$ cat src/hw/rtl/cip_pkg.sv
`default_nettype none

package cip_pkg;

    localparam int PRESS_W = 12;
    localparam int PT_COUNT = 4;
    localparam int CFG_IDX_W = 4;
    localparam int PROD_W = 2 * PRESS_W;
    localparam int DIV_BITS_PER_STAGE = 2;
    localparam int DIV_STAGES = PRESS_W / DIV_BITS_PER_STAGE;
    localparam int SUM_W = PRESS_W + 2;

    localparam logic [PRESS_W-1:0] MIN_PRELOAD_LIMIT = 12'd0;
    localparam logic [PRESS_W-1:0] MAX_PRELOAD_LIMIT = 12'd400;
    localparam logic [PRESS_W-1:0] MIN_AFTERLOAD_LIMIT = 12'd0;
    localparam logic [PRESS_W-1:0] MAX_AFTERLOAD_LIMIT = 12'd2500;

    // register map
    localparam logic [CFG_IDX_W-1:0] REG_X_BASE = 4'd0;
    localparam logic [CFG_IDX_W-1:0] REG_Y_BASE = 4'd4;
    localparam logic [CFG_IDX_W-1:0] REG_END = 4'd8;

    localparam logic [PRESS_W-1:0] RESET_X0 = 12'd20;
    localparam logic [PRESS_W-1:0] RESET_X1 = 12'd80;
    localparam logic [PRESS_W-1:0] RESET_X2 = 12'd150;
    localparam logic [PRESS_W-1:0] RESET_X3 = 12'd250;
    localparam logic [PRESS_W-1:0] RESET_Y0 = 12'd600;
    localparam logic [PRESS_W-1:0] RESET_Y1 = 12'd1000;
    localparam logic [PRESS_W-1:0] RESET_Y2 = 12'd1200;
    localparam logic [PRESS_W-1:0] RESET_Y3 = 12'd1300;

    typedef enum logic [1:0] {
        ST_OK       = 2'd0,
        ST_INVALID  = 2'd1,
        ST_SATURATE = 2'd2
    } status_t;

    typedef struct packed {
        logic [PT_COUNT-1:0][PRESS_W-1:0] x;
        logic [PT_COUNT-1:0][PRESS_W-1:0] y;
    } curve_t;

    // word carried down the pipeline; later stages fill in the arithmetic fields
    typedef struct packed {
        logic               interp;
        logic [PRESS_W-1:0] base;
        status_t            status;
        logic               neg;
        logic [PRESS_W-1:0] dx;
        logic [PRESS_W-1:0] span;
        logic [PRESS_W-1:0] dmag;
        logic [PRESS_W-1:0] rem;
        logic [PRESS_W-1:0] num;
        logic [PRESS_W-1:0] quo;
    } lane_t;

endpackage

`default_nettype wire

$ cat src/hw/rtl/cip_if.sv
`default_nettype none

interface cip_sample_if;
    logic                        valid;
    logic                        ready;
    logic [cip_pkg::PRESS_W-1:0] inlet_pressure;

    modport source (output valid, output inlet_pressure, input ready);
    modport sink (input valid, input inlet_pressure, output ready);
endinterface

interface cip_result_if;
    logic                        valid;
    logic                        ready;
    logic [cip_pkg::PRESS_W-1:0] target_pressure;
    logic [1:0]                  status;

    modport source (output valid, output target_pressure, output status, input ready);
    modport sink (input valid, input target_pressure, input status, output ready);
endinterface

`default_nettype wire

$ cat src/hw/rtl/cip_select.sv
`default_nettype none

module cip_select (
    input  wire logic                        clk,
    input  wire logic                        rst_n,
    input  wire cip_pkg::curve_t             curve,
    input  wire logic                        up_valid,
    output logic                             up_ready,
    input  wire logic [cip_pkg::PRESS_W-1:0] up_pressure,
    output logic                             dn_valid,
    input  wire logic                        dn_ready,
    output cip_pkg::lane_t                   dn_data
);

    logic           valid_reg;
    cip_pkg::lane_t data_reg;
    cip_pkg::lane_t data_next;

    logic [cip_pkg::PRESS_W-1:0] xa;
    logic [cip_pkg::PRESS_W-1:0] xb;
    logic [cip_pkg::PRESS_W-1:0] ya;
    logic [cip_pkg::PRESS_W-1:0] yb;
    logic [cip_pkg::PRESS_W:0]   x3_plus1;

    assign up_ready = ~valid_reg | dn_ready;
    assign dn_valid = valid_reg;
    assign dn_data  = data_reg;
    assign x3_plus1 = {1'b0, curve.x[3]} + 13'd1;

    // first segment whose right end is at or above the sample
    always_comb
    begin
        if (up_pressure <= curve.x[1])
        begin
            xa = curve.x[0];
            xb = curve.x[1];
            ya = curve.y[0];
            yb = curve.y[1];
        end
        else if (up_pressure <= curve.x[2])
        begin
            xa = curve.x[1];
            xb = curve.x[2];
            ya = curve.y[1];
            yb = curve.y[2];
        end
        else
        begin
            xa = curve.x[2];
            xb = curve.x[3];
            ya = curve.y[2];
            yb = curve.y[3];
        end
    end

    always_comb
    begin
        data_next        = '0;
        data_next.status = cip_pkg::ST_OK;
        data_next.dx     = up_pressure - xa;
        data_next.span   = xb - xa;
        data_next.neg    = yb < ya;
        data_next.dmag   = (yb < ya) ? (ya - yb) : (yb - ya);
        if ((up_pressure < cip_pkg::MIN_PRELOAD_LIMIT) ||
            (up_pressure > cip_pkg::MAX_PRELOAD_LIMIT))
        begin
            data_next.base   = '0;
            data_next.status = cip_pkg::ST_INVALID;
        end
        else if (up_pressure <= curve.x[0])
        begin
            data_next.base = curve.y[0];
        end
        else if (up_pressure >= curve.x[3])
        begin
            data_next.base = curve.y[3];
            if ({1'b0, up_pressure} > x3_plus1)
            begin
                data_next.status = cip_pkg::ST_SATURATE;
            end
        end
        else
        begin
            data_next.base   = ya;
            // zero span keeps the left point
            data_next.interp = (xb != xa);
        end
    end

    always_ff @(posedge clk or negedge rst_n)
    begin
        if (!rst_n)
        begin
            valid_reg <= 1'b0;
        end
        else if (up_ready)
        begin
            valid_reg <= up_valid;
        end
    end

    always_ff @(posedge clk)
    begin
        if (up_ready)
        begin
            data_reg <= data_next;
        end
    end

endmodule

`default_nettype wire

$ cat src/hw/rtl/cip_mul.sv
`default_nettype none

module cip_mul (
    input  wire logic           clk,
    input  wire logic           rst_n,
    input  wire logic           up_valid,
    output logic                up_ready,
    input  wire cip_pkg::lane_t up_data,
    output logic                dn_valid,
    input  wire logic           dn_ready,
    output cip_pkg::lane_t      dn_data
);

    logic                        valid_reg;
    cip_pkg::lane_t              data_reg;
    cip_pkg::lane_t              data_next;
    logic [cip_pkg::PROD_W-1:0]  prod;

    assign up_ready = ~valid_reg | dn_ready;
    assign dn_valid = valid_reg;
    assign dn_data  = data_reg;
    assign prod     = cip_pkg::PROD_W'(up_data.dx) * cip_pkg::PROD_W'(up_data.dmag);

    // the quotient fits in PRESS_W bits, so the top half starts as the remainder
    always_comb
    begin
        data_next     = up_data;
        data_next.rem = prod[cip_pkg::PROD_W-1:cip_pkg::PRESS_W];
        data_next.num = prod[cip_pkg::PRESS_W-1:0];
        data_next.quo = '0;
    end

    always_ff @(posedge clk or negedge rst_n)
    begin
        if (!rst_n)
        begin
            valid_reg <= 1'b0;
        end
        else if (up_ready)
        begin
            valid_reg <= up_valid;
        end
    end

    always_ff @(posedge clk)
    begin
        if (up_ready)
        begin
            data_reg <= data_next;
        end
    end

endmodule

`default_nettype wire

$ cat src/hw/rtl/cip_div.sv
`default_nettype none

module cip_div (
    input  wire logic           clk,
    input  wire logic           rst_n,
    input  wire logic           up_valid,
    output logic                up_ready,
    input  wire cip_pkg::lane_t up_data,
    output logic                dn_valid,
    input  wire logic           dn_ready,
    output cip_pkg::lane_t      dn_data
);

    localparam int NS = cip_pkg::DIV_STAGES;

    logic [NS-1:0]  valid_reg;
    cip_pkg::lane_t data_reg  [NS];
    cip_pkg::lane_t data_next [NS];
    logic [NS:0]    rdy;

    // one restoring step: shift in a dividend bit, subtract when it fits
    function automatic cip_pkg::lane_t div_step(input cip_pkg::lane_t a);
        cip_pkg::lane_t            b;
        logic [cip_pkg::PRESS_W:0] t;
        b = a;
        t = {a.rem, a.num[cip_pkg::PRESS_W-1]};
        if (t >= {1'b0, a.span})
        begin
            b.rem = cip_pkg::PRESS_W'(t - {1'b0, a.span});
            b.quo = {a.quo[cip_pkg::PRESS_W-2:0], 1'b1};
        end
        else
        begin
            b.rem = t[cip_pkg::PRESS_W-1:0];
            b.quo = {a.quo[cip_pkg::PRESS_W-2:0], 1'b0};
        end
        b.num = {a.num[cip_pkg::PRESS_W-2:0], 1'b0};
        return b;
    endfunction

    always_comb
    begin
        rdy[NS] = dn_ready;
        for (int k = NS - 1; k >= 0; k--)
        begin
            rdy[k] = ~valid_reg[k] | rdy[k+1];
        end
    end

    assign up_ready = rdy[0];
    assign dn_valid = valid_reg[NS-1];
    assign dn_data  = data_reg[NS-1];

    for (genvar k = 0; k < NS; k++)
    begin : g_stage
        logic           src_valid;
        cip_pkg::lane_t src_data;

        if (k == 0)
        begin : g_first
            assign src_valid = up_valid;
            assign src_data  = up_data;
        end
        else
        begin : g_rest
            assign src_valid = valid_reg[k-1];
            assign src_data  = data_reg[k-1];
        end

        always_comb
        begin
            cip_pkg::lane_t t;
            t = src_data;
            for (int j = 0; j < cip_pkg::DIV_BITS_PER_STAGE; j++)
            begin
                t = div_step(t);
            end
            data_next[k] = t;
        end

        always_ff @(posedge clk or negedge rst_n)
        begin
            if (!rst_n)
            begin
                valid_reg[k] <= 1'b0;
            end
            else if (rdy[k])
            begin
                valid_reg[k] <= src_valid;
            end
        end

        always_ff @(posedge clk)
        begin
            if (rdy[k])
            begin
                data_reg[k] <= data_next[k];
            end
        end
    end

endmodule

`default_nettype wire

$ cat src/hw/rtl/cip_out.sv
`default_nettype none

module cip_out (
    input  wire logic                       clk,
    input  wire logic                       rst_n,
    input  wire logic                       up_valid,
    output logic                            up_ready,
    input  wire cip_pkg::lane_t             up_data,
    output logic                            dn_valid,
    input  wire logic                       dn_ready,
    output logic [cip_pkg::PRESS_W-1:0]     dn_target,
    output cip_pkg::status_t                dn_status
);

    logic                             valid_reg;
    logic [cip_pkg::PRESS_W-1:0]      target_reg;
    logic [cip_pkg::PRESS_W-1:0]      target_next;
    cip_pkg::status_t                 status_reg;
    logic signed [cip_pkg::SUM_W-1:0] sum;
    logic signed [cip_pkg::SUM_W-1:0] base_s;
    logic signed [cip_pkg::SUM_W-1:0] quo_s;
    logic signed [cip_pkg::SUM_W-1:0] max_s;
    logic signed [cip_pkg::SUM_W-1:0] min_s;

    assign up_ready  = ~valid_reg | dn_ready;
    assign dn_valid  = valid_reg;
    assign dn_target = target_reg;
    assign dn_status = status_reg;

    assign base_s = $signed({2'b00, up_data.base});
    assign quo_s  = $signed({2'b00, up_data.quo});
    assign max_s  = $signed({2'b00, cip_pkg::MAX_AFTERLOAD_LIMIT});
    assign min_s  = $signed({2'b00, cip_pkg::MIN_AFTERLOAD_LIMIT});

    always_comb
    begin
        if (!up_data.interp)
        begin
            sum = base_s;
        end
        else if (up_data.neg)
        begin
            sum = base_s - quo_s;
        end
        else
        begin
            sum = base_s + quo_s;
        end
    end

    // upper limit first, then lower
    always_comb
    begin
        if (up_data.status == cip_pkg::ST_INVALID)
        begin
            target_next = '0;
        end
        else if (sum > max_s)
        begin
            target_next = cip_pkg::MAX_AFTERLOAD_LIMIT;
        end
        else if (sum < min_s)
        begin
            target_next = cip_pkg::MIN_AFTERLOAD_LIMIT;
        end
        else
        begin
            target_next = sum[cip_pkg::PRESS_W-1:0];
        end
    end

    always_ff @(posedge clk or negedge rst_n)
    begin
        if (!rst_n)
        begin
            valid_reg <= 1'b0;
        end
        else if (up_ready)
        begin
            valid_reg <= up_valid;
        end
    end

    always_ff @(posedge clk)
    begin
        if (up_ready)
        begin
            target_reg <= target_next;
            status_reg <= up_data.status;
        end
    end

endmodule

`default_nettype wire

$ cat src/hw/rtl/curve_interpolator_with_clamp.sv
`default_nettype none

// an accepted sample passes through select, multiply, six divider stages at two
//   quotient bits each, and the clamp with its output register to its result word
// throughput: one sample per cycle unless stalled; divider holds one word per stage
// a stalled output backs the pipeline up stage by stage, bubbles still fill
// reset: asynchronous active low, clears all valid bits and loads the default curve

module curve_interpolator_with_clamp (
    input  wire logic                          clk,
    input  wire logic                          rst_n,
    cip_sample_if.sink                         sample_in,
    cip_result_if.source                       result_out,
    input  wire logic                          cfg_we,
    input  wire logic [cip_pkg::CFG_IDX_W-1:0] cfg_index,
    input  wire logic [cip_pkg::PRESS_W-1:0]   cfg_data
);

    logic [cip_pkg::PT_COUNT-1:0][cip_pkg::PRESS_W-1:0] curve_x_reg;
    logic [cip_pkg::PT_COUNT-1:0][cip_pkg::PRESS_W-1:0] curve_y_reg;
    cip_pkg::curve_t  curve;

    logic             sel_valid;
    logic             sel_ready;
    cip_pkg::lane_t   sel_data;
    logic             mul_valid;
    logic             mul_ready;
    cip_pkg::lane_t   mul_data;
    logic             div_valid;
    logic             div_ready;
    cip_pkg::lane_t   div_data;
    cip_pkg::status_t out_status;

    assign curve.x = curve_x_reg;
    assign curve.y = curve_y_reg;

    always_ff @(posedge clk or negedge rst_n)
    begin
        if (!rst_n)
        begin
            curve_x_reg <= {cip_pkg::RESET_X3, cip_pkg::RESET_X2,
                            cip_pkg::RESET_X1, cip_pkg::RESET_X0};
            curve_y_reg <= {cip_pkg::RESET_Y3, cip_pkg::RESET_Y2,
                            cip_pkg::RESET_Y1, cip_pkg::RESET_Y0};
        end
        else if (cfg_we)
        begin
            if (cfg_index < cip_pkg::REG_Y_BASE)
            begin
                curve_x_reg[2'(cfg_index - cip_pkg::REG_X_BASE)] <= cfg_data;
            end
            else if (cfg_index < cip_pkg::REG_END)
            begin
                curve_y_reg[2'(cfg_index - cip_pkg::REG_Y_BASE)] <= cfg_data;
            end
        end
    end

    cip_select u_select (
        .clk         (clk),
        .rst_n       (rst_n),
        .curve       (curve),
        .up_valid    (sample_in.valid),
        .up_ready    (sample_in.ready),
        .up_pressure (sample_in.inlet_pressure),
        .dn_valid    (sel_valid),
        .dn_ready    (sel_ready),
        .dn_data     (sel_data)
    );

    cip_mul u_mul (
        .clk      (clk),
        .rst_n    (rst_n),
        .up_valid (sel_valid),
        .up_ready (sel_ready),
        .up_data  (sel_data),
        .dn_valid (mul_valid),
        .dn_ready (mul_ready),
        .dn_data  (mul_data)
    );

    cip_div u_div (
        .clk      (clk),
        .rst_n    (rst_n),
        .up_valid (mul_valid),
        .up_ready (mul_ready),
        .up_data  (mul_data),
        .dn_valid (div_valid),
        .dn_ready (div_ready),
        .dn_data  (div_data)
    );

    cip_out u_out (
        .clk       (clk),
        .rst_n     (rst_n),
        .up_valid  (div_valid),
        .up_ready  (div_ready),
        .up_data   (div_data),
        .dn_valid  (result_out.valid),
        .dn_ready  (result_out.ready),
        .dn_target (result_out.target_pressure),
        .dn_status (out_status)
    );

    assign result_out.status = out_status;

`ifndef SYNTHESIS
    // an invalid sample always gives a zero target
    a_invalid_zero: assert property (@(posedge clk) disable iff (!rst_n)
        result_out.valid && (result_out.status == cip_pkg::ST_INVALID)
        |-> result_out.target_pressure == '0)
        else $error("invalid preload word with nonzero target");

    // every other word lies inside the afterload window
    a_clamped: assert property (@(posedge clk) disable iff (!rst_n)
        result_out.valid && (result_out.status != cip_pkg::ST_INVALID)
        |-> (result_out.target_pressure <= cip_pkg::MAX_AFTERLOAD_LIMIT) ||
            (result_out.target_pressure == cip_pkg::MIN_AFTERLOAD_LIMIT))
        else $error("target outside afterload window");

    // input backpressure only when the whole pipeline is full and the output stalls
    a_stall_source: assert property (@(posedge clk) disable iff (!rst_n)
        !sample_in.ready |-> result_out.valid && !result_out.ready)
        else $error("input stalled without output backpressure");

    // status code never leaves its defined set
    a_status_code: assert property (@(posedge clk) disable iff (!rst_n)
        result_out.valid |-> (result_out.status == cip_pkg::ST_OK) ||
                             (result_out.status == cip_pkg::ST_INVALID) ||
                             (result_out.status == cip_pkg::ST_SATURATE))
        else $error("undefined status code");
`endif

endmodule

`default_nettype wire
$ cat src/flat_wrapper.sv
// flat-port wrapper written by rule: the top's interface ports become plain ports
module curve_interpolator_with_clamp_flat 
  (clk, rst_n, cfg_we, cfg_index, cfg_data, sample_in_valid, sample_in_inlet_pressure, sample_in_ready, result_out_valid, result_out_target_pressure, result_out_status, result_out_ready);
  cip_sample_if sample_in_i ();
  cip_result_if result_out_i ();
  input  wire logic clk;
  input  wire logic rst_n;
  input  wire logic cfg_we;
  input  wire logic [cip_pkg::CFG_IDX_W-1:0] cfg_index;
  input  wire logic [cip_pkg::PRESS_W-1:0] cfg_data;
  input wire logic [$bits(sample_in_i.valid)-1:0] sample_in_valid;
  input wire logic [$bits(sample_in_i.inlet_pressure)-1:0] sample_in_inlet_pressure;
  output wire logic [$bits(sample_in_i.ready)-1:0] sample_in_ready;
  output wire logic [$bits(result_out_i.valid)-1:0] result_out_valid;
  output wire logic [$bits(result_out_i.target_pressure)-1:0] result_out_target_pressure;
  output wire logic [$bits(result_out_i.status)-1:0] result_out_status;
  input wire logic [$bits(result_out_i.ready)-1:0] result_out_ready;
  assign sample_in_i.valid = sample_in_valid;
  assign sample_in_i.inlet_pressure = sample_in_inlet_pressure;
  assign sample_in_ready = sample_in_i.ready;
  assign result_out_valid = result_out_i.valid;
  assign result_out_target_pressure = result_out_i.target_pressure;
  assign result_out_status = result_out_i.status;
  assign result_out_i.ready = result_out_ready;
  curve_interpolator_with_clamp u_core (.clk(clk), .rst_n(rst_n), .sample_in(sample_in_i), .result_out(result_out_i), .cfg_we(cfg_we), .cfg_index(cfg_index), .cfg_data(cfg_data));
endmodule
$ cat config.mk
export PLATFORM = sky130hd
export DESIGN_NAME = curve_interpolator_with_clamp_flat
export DESIGN_NICKNAME = d
export VERILOG_FILES = /design/src/hw/rtl/cip_pkg.sv /design/src/hw/rtl/cip_if.sv /design/src/hw/rtl/cip_select.sv /design/src/hw/rtl/cip_mul.sv /design/src/hw/rtl/cip_div.sv /design/src/hw/rtl/cip_out.sv /design/src/hw/rtl/curve_interpolator_with_clamp.sv /design/src/flat_wrapper.sv
export SDC_FILE = /design/constraint.sdc
export NUM_CORES = 1
export LEC_CHECK = 0
export BUFFER_PORTS_ARGS = -buffer_cell sky130_fd_sc_hd__buf_2
export CAP_MARGIN = 20
export CORE_ASPECT_RATIO = 1.4
export CORE_MARGIN = 1
export CORE_UTILIZATION = 50
export DETAILED_ROUTE_END_ITERATION = 8
export HOLD_SLACK_MARGIN = 0.08
export PLACE_DENSITY_LB_ADDON = 0.3
export SKIP_CTS_REPAIR_TIMING = 1
export SLEW_MARGIN = 40
export SYNTH_ARGS = -nofsm -noshare
export SYNTH_HDL_FRONTEND = slang
export SYNTH_SLANG_ARGS = --single-unit
$ cat constraint.sdc
create_clock -name clk -period 6.3 [get_ports clk]
set_input_delay 1.26 -clock clk [delete_from_list [all_inputs] [get_ports clk]]
set_output_delay 1.26 -clock clk [all_outputs]
set_load 0.005 [all_outputs]
==> flow_summary_export.csv <==
group,metric,value,unit
run_status,status,"completed",
timing,clock.fmax,166,MHz
route,drt_iter0_drc,1121,
die,die_h,314,um
grt,overflow,0,
route,vias,23400,
timing,rsz0062_at_grt,"no",
synth,seq_area_frac_synth,0.427,
synth,synth.distinct_cells,102,
run,cap_violations,0,
route,drc,0,
synth,yosys-top-cells-count,"406 x edfxtp_1, 389 x inv_1, 336 x ha_1, 213 x nand2_1, 207 x nor2_1",
die,die_w,225,um
synth,yosys.area.top_type,"edfxtp_1",
synth,synth_most_common_cell,"edfxtp_1",
route,firstDrtPassIters,5,
clocking,h-tree-depth,2,
clocking,cts_tree,"done",
route,post_drt_wl_per_cell,18.2,um
timing,period_share,0.954,
timing,slew_viol_final,0,
grt,grt_max_degree,68,
synth,synth_flop_cell,"edfxtp_1",
route,final_antenna_net_count,0,
clocking,cts_buffers,52,
cells_and_area,drive_gt1_frac,0.127,
min_path,hp-class,"flip-flop to flip-flop",
synth,syn_inst,3197,
timing,finalSetupTns,0,ns
cells_and_area,fin_nets,3748,
route,totalWireLength,77000,um
timing,worst_pin_slew,0.823,ns
critical_path,required,6.64,ns
synth,ys_async_sr_fraction,0.205,
clocking,root_buffer,"clkbuf_16",
timing,hold_viol,0,
timing,max_slew_margin,0.446,
grt,grt_pass1_vias,23800,
synth,synth_top_area_frac,0.350,
die,ios,49,
die,die_area,70700,um2
synth,ys_warn_count,0,
die,rows,114,
timing,period_minus_slack,6.01,ns
critical_path,crit_path_start_kind,"flip-flop",
critical_path,r2r_slack,0.29,ns
die,start_util,0.505,
critical_path,crit_type,"flip-flop to flip-flop",
clocking,clk_pin_slew,0.06,ns
critical_path,cp-end-kind,"flip-flop",
timing,finalClockSkew,0.0176,ns
critical_path,crit_arrival,6.36,ns
place,port_buffers,48,
grt,grt_pass1_wl,123000,um
synth,synth_edf_count,406,
clocking,clock_latency,0.61,ns
clocking,cts_buffer_depth,3,
timing,setup_violations,0,
cells_and_area,insertedDiodeCount,0,
route,via_per_inst,5.53,
synth,synth.avg_cell_area,10.9,um2
synth,synth_seq_cells,511,
synth,syn_nets,3683,
clocking,clkSinkCount,511,
cells_and_area,largest_reg_flops,288,
die,coreArea,68900,um2
place,dp_hpwl,61500,um
place,routabilityCongestion,0.939,
synth,synthesis.area,34800,um2
grt,antenna_found_initial,0,
grt,grt_usage,0.221,
critical_path,worstPathMaxFanout,12,
timing,hold_ws,0.416,ns
cells_and_area,area_growth,8.86,%
synth,synth_area_leaders,"edfxtp_1 35%, ha_1 12%, fa_1 6.7%, dfrtp_1 5.3%, mux2_2 4.7%",
kinds of logic after synthesis:
family | share of synthesized area
xor+xnor | 0.0362
simple gates | 0.112
mux | 0.0658
fa+ha+maj | 0.188
compound gates | 0.118
flops | 0.427
buf+inv | 0.0533
worst paths after layout:
| check | depth (start not counted) | start | endpoint |
|---|---|---|---|
| worst max-delay path | 18 | u_core.u_select.dn_data[41] | u_core.u_mul.dn_data[35] |
| worst min-delay path | 0 | u_core.u_select.dn_data[74] | u_core.u_mul.dn_data[74] |
| worst max register to register | 18 | u_core.u_select.dn_data[41] | u_core.u_mul.dn_data[35] |
| worst min register to register | 0 | u_core.u_select.dn_data[74] | u_core.u_mul.dn_data[74] |
| max in group asynchronous | 2 | rst_n | u_core.curve[50] |
| min in group asynchronous | 1 | rst_n | u_core.curve[43] |
per-stage QoR:
step                      cell area (um2)  setup slack, ns  utilization  instances
after global routing                37900           0.0195        0.550       4229
after detailed placement            36200            0.149        0.525       4135
final                               37900            0.289        0.550       4229
after global placement              36100            0.276        0.524       4135
after CTS                           37900            0.268        0.550       4228
after floorplan                     34800            0.176            -       3197
routing by layer:
metal,vias to the layer above,track usage,share of wire
met5,-,0,0
met4,0,0.124,0.060
met3,194,0.0234,0.027
met2,416,0.428,0.54
met1,11400,0.228,0.37
li1,11400,-,-
critical path, cell delays in order (launching register included):
cell and delay (ns):
edfxtp_1 0.58, and2_1 0.27, fa_1 0.47, ha_1 0.24, fa_1 0.54, inv_1 0.05, fa_1 0.46, fa_1 0.55
inv_1 0.05, ha_1 0.34, and2_1 0.16, a311oi_1 0.42, a22oi_1 0.21, a21oi_1 0.26, o21ai_1 0.26, a2111oi_0 0.47
o21bai_1 0.13, a21oi_1 0.18, xnor2_1 0.10
cells in the final DEF (no fill, tap or decap), types with 31 or more instances in the layout:
cell type,instances
inv_1,386
nor3_1,48
nand2_1,210
ha_1,336
nand3_1,31
xnor2_1,113
buf_4,38
edfxtp_1,406
a21oi_1,194
mux2i_1,59
xor2_1,31
nor2_1,206
nor2b_1,43
o21a_1,31
buf_2,47
and2_1,70
mux2_2,146
nand2b_1,34
o21ai_0,123
dfstp_2,32
nand4_1,43
clkbuf_16,52
fa_1,117
dfrtp_1,73
a21o_1,66
cell type report:
class | count | area (um2)
clock buffers | 59 | 1330
clock inverters | 34 | 378
fillers | 6011 | 31000
inverters | 390 | 1470
multi-input cells | 2221 | 18100
flip-flops and latches | 511 | 14900
well taps | 928 | 1160
repair buffers | 86 | 532
Power is left out: the tool's default activity adds up to more than one toggle a clock period on the data nets, which glitch-free logic cannot reach.
